[src/sv/mprs_pkg.sv]
package mprs_pkg;

	typedef struct packed {
		logic [63:0] node_w0;
		logic [63:0] node_w1;
		logic [63:0] node_w2;
		logic [63:0] node_w3;
		logic        is_leaf;
		logic        comp_is_right;
		logic        last_in_path;
	} in_item_t;

	typedef struct packed {
		logic [63:0] root_w0;
		logic [63:0] root_w1;
		logic [63:0] root_w2;
		logic [63:0] root_w3;
	} out_item_t;

	// message length of two 32-byte nodes, in bits
	localparam logic [31:0] MSG_BITS = 32'd512;
	localparam logic [31:0] PAD_WORD = 32'h8000_0000;

	function automatic logic [31:0] round_k(input logic [5:0] i);
		logic [31:0] k;
		begin
			unique case (i)
				6'd0: k = 32'h428a2f98; 6'd1: k = 32'h71374491; 6'd2: k = 32'hb5c0fbcf;
				6'd3: k = 32'he9b5dba5; 6'd4: k = 32'h3956c25b; 6'd5: k = 32'h59f111f1;
				6'd6: k = 32'h923f82a4; 6'd7: k = 32'hab1c5ed5; 6'd8: k = 32'hd807aa98;
				6'd9: k = 32'h12835b01; 6'd10: k = 32'h243185be; 6'd11: k = 32'h550c7dc3;
				6'd12: k = 32'h72be5d74; 6'd13: k = 32'h80deb1fe; 6'd14: k = 32'h9bdc06a7;
				6'd15: k = 32'hc19bf174; 6'd16: k = 32'he49b69c1; 6'd17: k = 32'hefbe4786;
				6'd18: k = 32'h0fc19dc6; 6'd19: k = 32'h240ca1cc; 6'd20: k = 32'h2de92c6f;
				6'd21: k = 32'h4a7484aa; 6'd22: k = 32'h5cb0a9dc; 6'd23: k = 32'h76f988da;
				6'd24: k = 32'h983e5152; 6'd25: k = 32'ha831c66d; 6'd26: k = 32'hb00327c8;
				6'd27: k = 32'hbf597fc7; 6'd28: k = 32'hc6e00bf3; 6'd29: k = 32'hd5a79147;
				6'd30: k = 32'h06ca6351; 6'd31: k = 32'h14292967; 6'd32: k = 32'h27b70a85;
				6'd33: k = 32'h2e1b2138; 6'd34: k = 32'h4d2c6dfc; 6'd35: k = 32'h53380d13;
				6'd36: k = 32'h650a7354; 6'd37: k = 32'h766a0abb; 6'd38: k = 32'h81c2c92e;
				6'd39: k = 32'h92722c85; 6'd40: k = 32'ha2bfe8a1; 6'd41: k = 32'ha81a664b;
				6'd42: k = 32'hc24b8b70; 6'd43: k = 32'hc76c51a3; 6'd44: k = 32'hd192e819;
				6'd45: k = 32'hd6990624; 6'd46: k = 32'hf40e3585; 6'd47: k = 32'h106aa070;
				6'd48: k = 32'h19a4c116; 6'd49: k = 32'h1e376c08; 6'd50: k = 32'h2748774c;
				6'd51: k = 32'h34b0bcb5; 6'd52: k = 32'h391c0cb3; 6'd53: k = 32'h4ed8aa4a;
				6'd54: k = 32'h5b9cca4f; 6'd55: k = 32'h682e6ff3; 6'd56: k = 32'h748f82ee;
				6'd57: k = 32'h78a5636f; 6'd58: k = 32'h84c87814; 6'd59: k = 32'h8cc70208;
				6'd60: k = 32'h90befffa; 6'd61: k = 32'ha4506ceb; 6'd62: k = 32'hbef9a3f7;
				default: k = 32'hc67178f2;
			endcase
			return k;
		end
	endfunction

	function automatic logic [255:0] init_state();
		return {32'h6a09e667, 32'hbb67ae85, 32'h3c6ef372, 32'ha54ff53a,
			32'h510e527f, 32'h9b05688c, 32'h1f83d9ab, 32'h5be0cd19};
	endfunction

	// node words (byte 0 in bits 7:0) to eight big-endian message words, word 0 on top
	function automatic logic [255:0] node_to_msg(input logic [255:0] n);
		logic [255:0] m;
		begin
			for (int b = 0; b < 32; b++)
				m[255 - 8*b -: 8] = n[8*b +: 8];
			return m;
		end
	endfunction

endpackage

[src/sv/merkle_path_root_sha256_core.sv]
// Channel | Direction | Handshake           | Payload
// in      | into core | in_valid / in_stall | in_data  (in_item_t)
// out     | from core | out_valid/ out_stall| out_data (out_item_t)
//
// A sibling that needs hashing passes through the accept cycle, two SHA-256
// compressions of 64 rounds each on one shared round unit, one finalize step
// per block and the emit state. Leaf, zero-node and pass-through items finish at accept.
// in_stall stays high while a hash runs or a root waits to be taken.
// arst_n clears the running node to zeros and empties the output register.
module merkle_path_root_sha256_core
	import mprs_pkg::*;
(
	input  logic      clk,
	input  logic      arst_n,
	input  logic      in_valid,
	output logic      in_stall,
	input  in_item_t  in_data,
	output logic      out_valid,
	input  logic      out_stall,
	output out_item_t out_data
);

	typedef enum logic [3:0] {
		ST_IDLE = 4'b0001,
		ST_RND  = 4'b0010,
		ST_FIN  = 4'b0100,
		ST_EMIT = 4'b1000
	} state_t;

	state_t        state_q;
	logic [255:0]  node_q;     // running node, byte 0 in bits 7:0
	logic [255:0]  hst_q;      // chaining state a..h, a on top
	logic [255:0]  wrk_q;      // working variables a..h
	logic [511:0]  wnd_q;      // message schedule window, w[t] on top
	logic [5:0]    rnd_q;
	logic          blk_q;      // 0: data block, 1: padding block
	logic          last_q;
	logic          out_valid_q;
	out_item_t     out_q;

	logic          take;
	logic [255:0]  sib;
	logic          sib_zero, node_zero;
	logic [255:0]  left_n, right_n;

	assign in_stall  = (state_q != ST_IDLE) || out_valid_q;
	assign take      = in_valid && !in_stall;
	assign out_valid = out_valid_q;
	assign out_data  = out_q;
	assign sib       = {in_data.node_w3, in_data.node_w2, in_data.node_w1, in_data.node_w0};
	assign sib_zero  = (sib == '0);
	assign node_zero = (node_q == '0);
	assign left_n    = in_data.comp_is_right ? node_q : sib;
	assign right_n   = in_data.comp_is_right ? sib : node_q;

	// shared round unit
	logic [31:0] a, b, c, d, e, f, g, h, t1, t2, wt, w1, w14, w9, s0, s1, wnew;
	always_comb begin
		{a, b, c, d, e, f, g, h} = wrk_q;
		wt   = wnd_q[511 -: 32];
		w1   = wnd_q[479 -: 32];
		w9   = wnd_q[223 -: 32];
		w14  = wnd_q[63 -: 32];
		t1   = h + ({e[5:0], e[31:6]} ^ {e[10:0], e[31:11]} ^ {e[24:0], e[31:25]})
			+ ((e & f) ^ (~e & g)) + round_k(rnd_q) + wt;
		t2   = ({a[1:0], a[31:2]} ^ {a[12:0], a[31:13]} ^ {a[21:0], a[31:22]})
			+ ((a & b) ^ (a & c) ^ (b & c));
		s0   = {w1[6:0], w1[31:7]} ^ {w1[17:0], w1[31:18]} ^ (w1 >> 3);
		s1   = {w14[16:0], w14[31:17]} ^ {w14[18:0], w14[31:19]} ^ (w14 >> 10);
		wnew = wt + s0 + w9 + s1;
	end

	// finalize: chaining add, then back to node byte order
	logic [255:0] hsum;
	logic [255:0] hout;
	always_comb begin
		for (int i = 0; i < 8; i++)
			hsum[32*i +: 32] = hst_q[32*i +: 32] + wrk_q[32*i +: 32];
		for (int bi = 0; bi < 32; bi++)
			hout[8*bi +: 8] = hsum[255 - 8*bi -: 8];
	end

	// sequencer
	always_ff @(posedge clk or negedge arst_n) begin
		if (!arst_n) begin
			state_q     <= ST_IDLE;
			node_q      <= '0;
			out_valid_q <= 1'b0;
			rnd_q       <= '0;
			blk_q       <= 1'b0;
			last_q      <= 1'b0;
		end else begin
			if (out_valid_q && !out_stall)
				out_valid_q <= 1'b0;
			unique case (state_q)
				ST_IDLE: begin
					if (take) begin
						last_q <= in_data.last_in_path;
						if (in_data.is_leaf || (!sib_zero && node_zero)) begin
							node_q <= sib;
							out_q  <= '{sib[63:0], sib[127:64], sib[191:128], sib[255:192]};
							if (in_data.last_in_path)
								out_valid_q <= 1'b1;
						end else if (sib_zero) begin
							out_q <= '{node_q[63:0], node_q[127:64], node_q[191:128],
								node_q[255:192]};
							if (in_data.last_in_path)
								out_valid_q <= 1'b1;
						end else begin
							hst_q   <= init_state();
							wrk_q   <= init_state();
							wnd_q   <= {node_to_msg(left_n), node_to_msg(right_n)};
							rnd_q   <= '0;
							blk_q   <= 1'b0;
							state_q <= ST_RND;
						end
					end
				end
				ST_RND: begin
					wrk_q <= {t1 + t2, a, b, c, d + t1, e, f, g};
					wnd_q <= {wnd_q[479:0], wnew};
					rnd_q <= rnd_q + 6'd1;
					if (rnd_q == 6'd63)
						state_q <= ST_FIN;
				end
				ST_FIN: begin
					if (!blk_q) begin
						hst_q   <= hsum;
						wrk_q   <= hsum;
						wnd_q   <= {PAD_WORD, 448'd0, MSG_BITS};
						blk_q   <= 1'b1;
						state_q <= ST_RND;
					end else begin
						node_q  <= hout;
						out_q   <= '{hout[63:0], hout[127:64], hout[191:128], hout[255:192]};
						state_q <= ST_EMIT;
					end
				end
				ST_EMIT: begin
					if (last_q)
						out_valid_q <= 1'b1;
					state_q <= ST_IDLE;
				end
				default: state_q <= ST_IDLE;
			endcase
		end
	end

endmodule

[config.mk]
export PLATFORM = sky130hd
export DESIGN_NAME = merkle_path_root_sha256_core
export DESIGN_NICKNAME = d
export VERILOG_FILES = /design/src/sv/mprs_pkg.sv /design/src/sv/merkle_path_root_sha256_core.sv
export SDC_FILE = /design/constraint.sdc
export NUM_CORES = 2
export LEC_CHECK = 0
export BUFFER_PORTS_ARGS = -buffer_cell sky130_fd_sc_hd__buf_2
export CAP_MARGIN = 5
export CORE_MARGIN = 5
export CORE_UTILIZATION = 54
export DETAILED_ROUTE_END_ITERATION = 10
export PLACE_DENSITY_LB_ADDON = 0.2
export REMOVE_ABC_BUFFERS = 1
export SETUP_SLACK_MARGIN = 0.2
export SYNTH_ARGS = -nofsm -noshare
export SYNTH_HDL_FRONTEND = slang
export SYNTH_SLANG_ARGS = --single-unit
[constraint.sdc]
create_clock -name clk -period 39 [get_ports clk]
set_input_delay 7.8 -clock clk [delete_from_list [all_inputs] [get_ports clk]]
set_output_delay 7.8 -clock clk [all_outputs]
set_load 0.01 [all_outputs]
; ---- Word-level counts from Yosys, hierarchy flattened
; Memories as Yosys holds them, arrays and structs flattened.
; Index checks and enable logic that the tools add are counted.
[totals]
out_inout_bits = 258
ff_bits = 1549
inputBits = 263
romBits = 2048
n_memories = 1
word_cells = 128
[op_classes]
n_mux = 43
bitwise_logic = 17
n_eq_ne = 14
addsub = 19
reduce_logical = 21
[memory_table]
columns = name, depth, width, rd, rd_ports_with_merged_regs, wr, line
row1 = (name not given), 64, 32, 1, 0, 0, mprs_pkg.sv:27  ; unique case (i)
[op_table]
columns = cell, count
row1 = 2-to-1 mux 256 bit, 13
row2 = 2-to-1 mux 512 bit, 4
row3 = case mux 256 bit (2 select lines), 3
row4 = case mux 512 bit (3 select lines), 1
row5 = case mux 256 bit (3 select lines), 1
row6 = adder 32 bit, 18
row7 = logical NOT 256 bit, 2
row8 = bitwise XOR 32 bit, 9
row9 = AND 32 bit, 5
row10 = NOT 32 bit, 1
row11 = bitwise XOR 32 x 22 -> 32 bit, 1
row12 = bitwise XOR 32 x 29 -> 32 bit, 1
row13 = 2-to-1 mux 4 bit, 5
row14 = 2-to-1 mux 6 bit, 3
row15 = AND reduction 4 bit, 4
row16 = inequality test 2 bit (second input constant), 7
row17 = case mux 4 bit (3 select lines), 1
row18 = case mux 6 bit (2 select lines), 1
row19 = AND reduction 6 bit, 2
row20 = 2-to-1 mux 1 bit, 9
row21 = adder 6 x 1 -> 6 bit (second input constant), 1
row22 = equality test 6 bit (second input constant), 1
row23 = AND reduction 5 bit, 1
row24 = equality test 4 x 1 -> 1 bit (second input constant), 1
row25 = 12 further kinds, 19

; ---- Depth between registers and ports, before layout
[depth]
ltp_word = 8
depth_mapped = 36
mapped_depth_nobuf = 35

; ---- Worst setup path after synthesis
; No wires, ideal clock.
[synth_path]
path_kind = input port to flip-flop
start = input in_data[38] (netlist bit)
end = register wnd_q[0] (enable)
path_buffers = 0
path_stages = 7
setup_ns = 1.936
arrival_ns = 40.227
required_ns = 37.064
slack_ns = -3.163
cell_sequence = nor4_1 > nand4_1 > nor4_1 > nand4_1 > nand4_1 > and2_1 > nor2_1
[synth_between]
elab_chain_len = 6
elab_cells_between_ends = 7
classes_between = 2 x eq/ne / 5 x reduce/logical
[synth_lines]
columns = element, line
row1 = start: declaration, merkle_path_root_sha256_core.sv:17  ; input in_item_t in_data,
row2 = logical NOT 256 bit (*), merkle_path_root_sha256_core.sv:51  ; assign sib_zero = (sib == '0);
row3 = logical NOT 1 bit, merkle_path_root_sha256_core.sv:99  ; if (in_data.is_leaf || (!sib_zero && node_zero)) begin
row4 = logical AND 1 bit, merkle_path_root_sha256_core.sv:99
row5 = logical OR 1 bit, merkle_path_root_sha256_core.sv:99
row6 = inequality test 2 bit (no line), --
row7 = AND reduction 6 bit (no line) (*), --
row8 = end signal: assignment, merkle_path_root_sha256_core.sv:112  ; wnd_q <= {node_to_msg(left_n), node_to_msg(right_n)};
row9 = end signal: assignment, merkle_path_root_sha256_core.sv:121  ; wnd_q <= {wnd_q[479:0], wnew};
row10 = end signal: assignment, merkle_path_root_sha256_core.sv:130  ; wnd_q <= {PAD_WORD, 448'd0, MSG_BITS};
row11 = end: declaration, merkle_path_root_sha256_core.sv:34  ; logic [511:0] wnd_q;
; Mark *: on every way between the ends. The rest lies on a longest branch, timed or not.
; A chain may end at the register's enable or synchronous reset.

; ---- Worst setup path after layout
[layout_path]
start = input in_data[137] (netlist bit)
end = register out_q (netlist bit out_data[248]), data pin
[layout_between]
elab_chain_len = 7
[layout_lines]
columns = element, line
row1 = logical NOT 256 bit, merkle_path_root_sha256_core.sv:51
row2 = logical NOT 1 bit, merkle_path_root_sha256_core.sv:99
row3 = logical AND 1 bit, merkle_path_root_sha256_core.sv:99
row4 = logical OR 1 bit, merkle_path_root_sha256_core.sv:99
row5 = 2-to-1 mux 256 bit, merkle_path_root_sha256_core.sv:99
row6 = 2-to-1 mux 256 bit, merkle_path_root_sha256_core.sv:97  ; if (take) begin
row7 = case mux 256 bit (2 select lines), merkle_path_root_sha256_core.sv:95  ; unique case (state_q)
row8 = end signal: assignment, merkle_path_root_sha256_core.sv:101  ; out_q <= '{sib[63:0], sib[127:64], sib[191:128], sib[255:192]};
row9 = end signal: assignment, merkle_path_root_sha256_core.sv:105  ; out_q <= '{node_q[63:0], node_q[127:64], node_q[191:128],
row10 = end signal: assignment, merkle_path_root_sha256_core.sv:135  ; out_q <= '{hout[63:0], hout[127:64], hout[191:128], hout[255:192]};
row11 = end: declaration, merkle_path_root_sha256_core.sv:39  ; out_item_t out_q;
; No other way between the ends. The select of a mux whose other input is x is not followed.

==> metrics.md <==
| Metric | Value |
|---|---|
| Slew Limit Fails | 0 |
| CP max stage delay | 1100 ps |
| Netlist cell types | 102 |
| Synth area leaders | edfxtp_1 40%, mux2i_1 8.0%, dfrtp_1 6.9%, nand2_1 5.2%, ha_1 5.1% |
| Flops & latches, synth | 1549 |
| Die Ht | 433.8 um |
| Syn Std Cell Area | 96980 um^2 |
| Per-cell routed wire length | 35.08 um |
| Critical path class | in2reg |
| Core area | 178600 um^2 |
| H-Tree Depth | 4 |
| Unrepaired setup endpoints after global routing | false |
| Top cells by count, synth | 1347 x nand2_1, 1280 x edfxtp_1, 938 x o21ai_0 |
| Slew Limit Headroom | 0.09026 |
| Final setup fails | 0 |
| Final worst slack | 24790 ps |
| Maxcap violations | 0 |
| Tmin final | 14210 ps |
| Post-CTS Setup Inserts | 0 |
| Top cell type by total area after synthesis | edfxtp_1 |
| Final hold viol count | 0 |
| Worst Setup Start Kind | input pin |
| CP bufs+invs | 5 |
| Vias in the first global route | 77240 |
| Die width | 433.8 um |
| Initial core utilization | 0.5429 |
| Seq pwr share | 0.303 |
| Top FF cell, synth | edfxtp_1 |
| Pwr dens | 69.63 nW/um^2 |
| Area delta synth->final | 11.41% |
| Pre-Repair DR Iteration Count | 6 |
| Clk pin slew, worst setup/hold paths | 60 ps |
| GRT Overall Usage | 0.4516 |
| Most common cell in the synthesized netlist | nand2_1 |
| CTS max path bufs | 3 |
| Slew @ Worst Pin | 1353 ps |
| IO buf count | 520 |
| DP Worst Slack | 24230 ps |
| Non-Filler Instances | 12440 |
| Ys Warns | 0 |
| Crit-path most repeated cell | buf_4 |
| Drt first-iter violations | 12600 |
| Worst r2r src | rnd_q[0] |
| CP top delay family | simple AND/OR/NAND/NOR gates |
| NetSw | 3250 uW |
| Dpl hpwl | 332.1 mm |
| Total grt overflow | 0 |
| Via/cell ratio | 6.673 |
| Cells after Synth | 9559 |
| CTS Buf Count | 175 |
| Min-Delay Path Class | reg2reg |
| Post-Route WL | 436.4 mm |
| Die Area | 188200 um^2 |
| Post-route ant nets | 0 |
| Final clock skew | 51.10 ps |
| Logic pwr share | 0.465 |
| Fraction of layout cells with a size suffix above 1 | 0.1062 |
| Lkg Pwr | 0.04325 uW |
| P_int | 4273 uW |
| Hold Path Origin | wnd_q[158] |
| # resized after CTS | 0 |
| Clock Latency Late Sink | 870 ps |
| Sw frac | 0.4321 |
| Fraction of registers with async set/reset | 0.1737 |
| CTS Sinks | 1549 |
| Routed via count | 83010 |
| Post-route DRC | 0 |
| Worst Setup SP | in_data[137] |
| Avg Synthesized Cell Area | 10.15 um^2 |
| Row count | 155 |
| Post-synth EDFFs | 1280 |
| Clock group share of total power | 0.231 |
| Hold_buf cts | 0 |
| Setup TNS | 0 ps |
| Dpl cells | 12060 |
| Worst path required time | 39550 ps |
| Cell chain of the critical path | buf_2 -> nor4_2 -> nand4_1 -> nor4_1 -> nand4_1 -> a21oi_4 -> buf_4 -> buf_4 -> buf_4 -> buf_4 -> mux2i_1 -> a21boi_0 |
| F_max | 0.07036 GHz |
| Critical Path Fanout Max | 38 |
| CP endpoint kind | register |
| Status | finished, final reports clean |
| Peak supply drop | 0.05876 mV |
| Nets | 10750 |
| CP arrival | 14760 ps |
| RePlAce Congestion | 1.045 |
| CTS tree | done |
| Antenna violations before repair | 60 |
| Synth top area share | 0.3964 |
| First-pass GRT wire length | 596.3 mm |
| Sequential fraction of the synthesis area | 0.4658 |
| Root Buffer Master | clkbuf_16 |
| Slowest stage cell, crit path | nor4_2 |
| Final Cycle Share | 0.3644 |
| Largest net degree at the start of global routing | 156 |
| I/O pin cnt | 521 |
placed cells by master (no fill, tap or decap), types with 43 or more instances in the layout:
| cell | synthesis | routed |
|---|---|---|
| a21boi_0 | 50 | 50 |
| ha_1 | 399 | 399 |
| o21ai_0 | 938 | 935 |
| xnor2_1 | 339 | 339 |
| mux2i_1 | 776 | 776 |
| a211oi_1 | 53 | 53 |
| inv_1 | 592 | 592 |
| a21o_1 | 221 | 221 |
| nand3_1 | 67 | 67 |
| o21bai_1 | 71 | 71 |
| buf_2 | 39 | 518 |
| diode_2 | 0 | 43 |
| a21oi_1 | 552 | 551 |
| a31oi_1 | 174 | 174 |
| edfxtp_1 | 1280 | 1280 |
| buf_4 | 0 | 149 |
| nor4_1 | 143 | 124 |
| nor3_1 | 67 | 67 |
| nor2_1 | 463 | 460 |
| xor2_1 | 235 | 235 |
| o21a_1 | 53 | 52 |
| nand4_1 | 56 | 56 |
| nand2b_1 | 70 | 70 |
| nand2_1 | 1347 | 1346 |
| fa_1 | 195 | 195 |
| o21ai_1 | 71 | 73 |
| clkbuf_16 | 0 | 177 |
| o211ai_1 | 44 | 44 |
| o22ai_1 | 76 | 76 |
| dfrtp_1 | 268 | 266 |
layout make-up:
type | instances | area [um^2]
clock inverters | 95 | 1081
multi-input cells | 6890 | 47760
clock buffers | 235 | 4837
flip-flops and latches | 1549 | 45170
inverters | 595 | 2233
repair buffers | 677 | 3901
well taps | 2355 | 2947
diodes | 43 | 107.6
fillers | 14930 | 70580
registers in the layout (all words and copies together), names as in the netlist:
name       count
out_valid      1
hst_q        256
out_data     256
last_q         1
node_q       256
wrk_q        256
rnd_q          6
wnd_q        512
state_q        4
blk_q          1
path summary, 6_finish.rpt:
check / end / slack [ps] / cells after the start
max reg2reg: wrk_q[254] / 28280 / 33
max in group asynchronous: node_q[81] / 30000 / 3
min: wnd_q[190] / 530 / 2
min reg2reg: wnd_q[190] / 530 / 2
max: out_data[248] / 24790 / 12
min in group asynchronous: node_q[195] / 6880 / 1
power groups by stage:
stage          Clock [uW]  Sequential, uW  Combinational (uW)
6_report             1740            2280                3500
4_1_cts              1740            2260                3360
2_1_floorplan           0            2270                2300
5_1_grt              1810            2290                3710
3_5_place_dp            0            2300                3340
3_3_place_gp            0            2290                3290
worst reg2reg max path: cells and delay by family (launching register included):
kind / cells / cell delay (ps)
AOI/OAI and AO/OA: 12 / 3660
and+or+nand+nor: 8 / 2330
adders and majority gates: 5 / 2070
buffers and inverters: 6 / 1430
xor gates and xnor gates: 1 / 370
DFF: 1 / 360
muxes: 1 / 220
cell families after synthesis:
| logic type | share of synthesized area |
|---|---|
| compound gates | 0.1532 |
| simple gates | 0.1078 |
| flops | 0.4658 |
| buf+inv | 0.04393 |
| mux | 0.08544 |
| fa+ha+maj | 0.09204 |
| xor+xnor | 0.05184 |
through the flow:
step                      total power, uW    util  instance area, um^2  hold slack (ps)
after floorplan                      4569       -                94950            463.6
after global placement               5574  0.5710               102000            495.7
after detailed placement             5638  0.5710               102000            508.8
after CTS                            7367  0.6041               107900            523.8
after global routing                 7806  0.6046               108000            541.2
final                                7523  0.6049               108000            526.6
per-layer routing:
| layer | global-route usage | up-vias | wire length, um | part of all wire |
|---|---|---|---|---|
| met5 | 0.007546 | - | 109 | 0.00025 |
| met4 | 0.3106 | 18 | 36830 | 0.084 |
| met3 | 0.1132 | 1039 | 53160 | 0.12 |
| met2 | 0.6474 | 5956 | 182700 | 0.42 |
| met1 | 0.6026 | 40930 | 163600 | 0.37 |
| li1 | - | 35070 | - | - |
No activity file was read; power rests on OpenSTA's default activity.
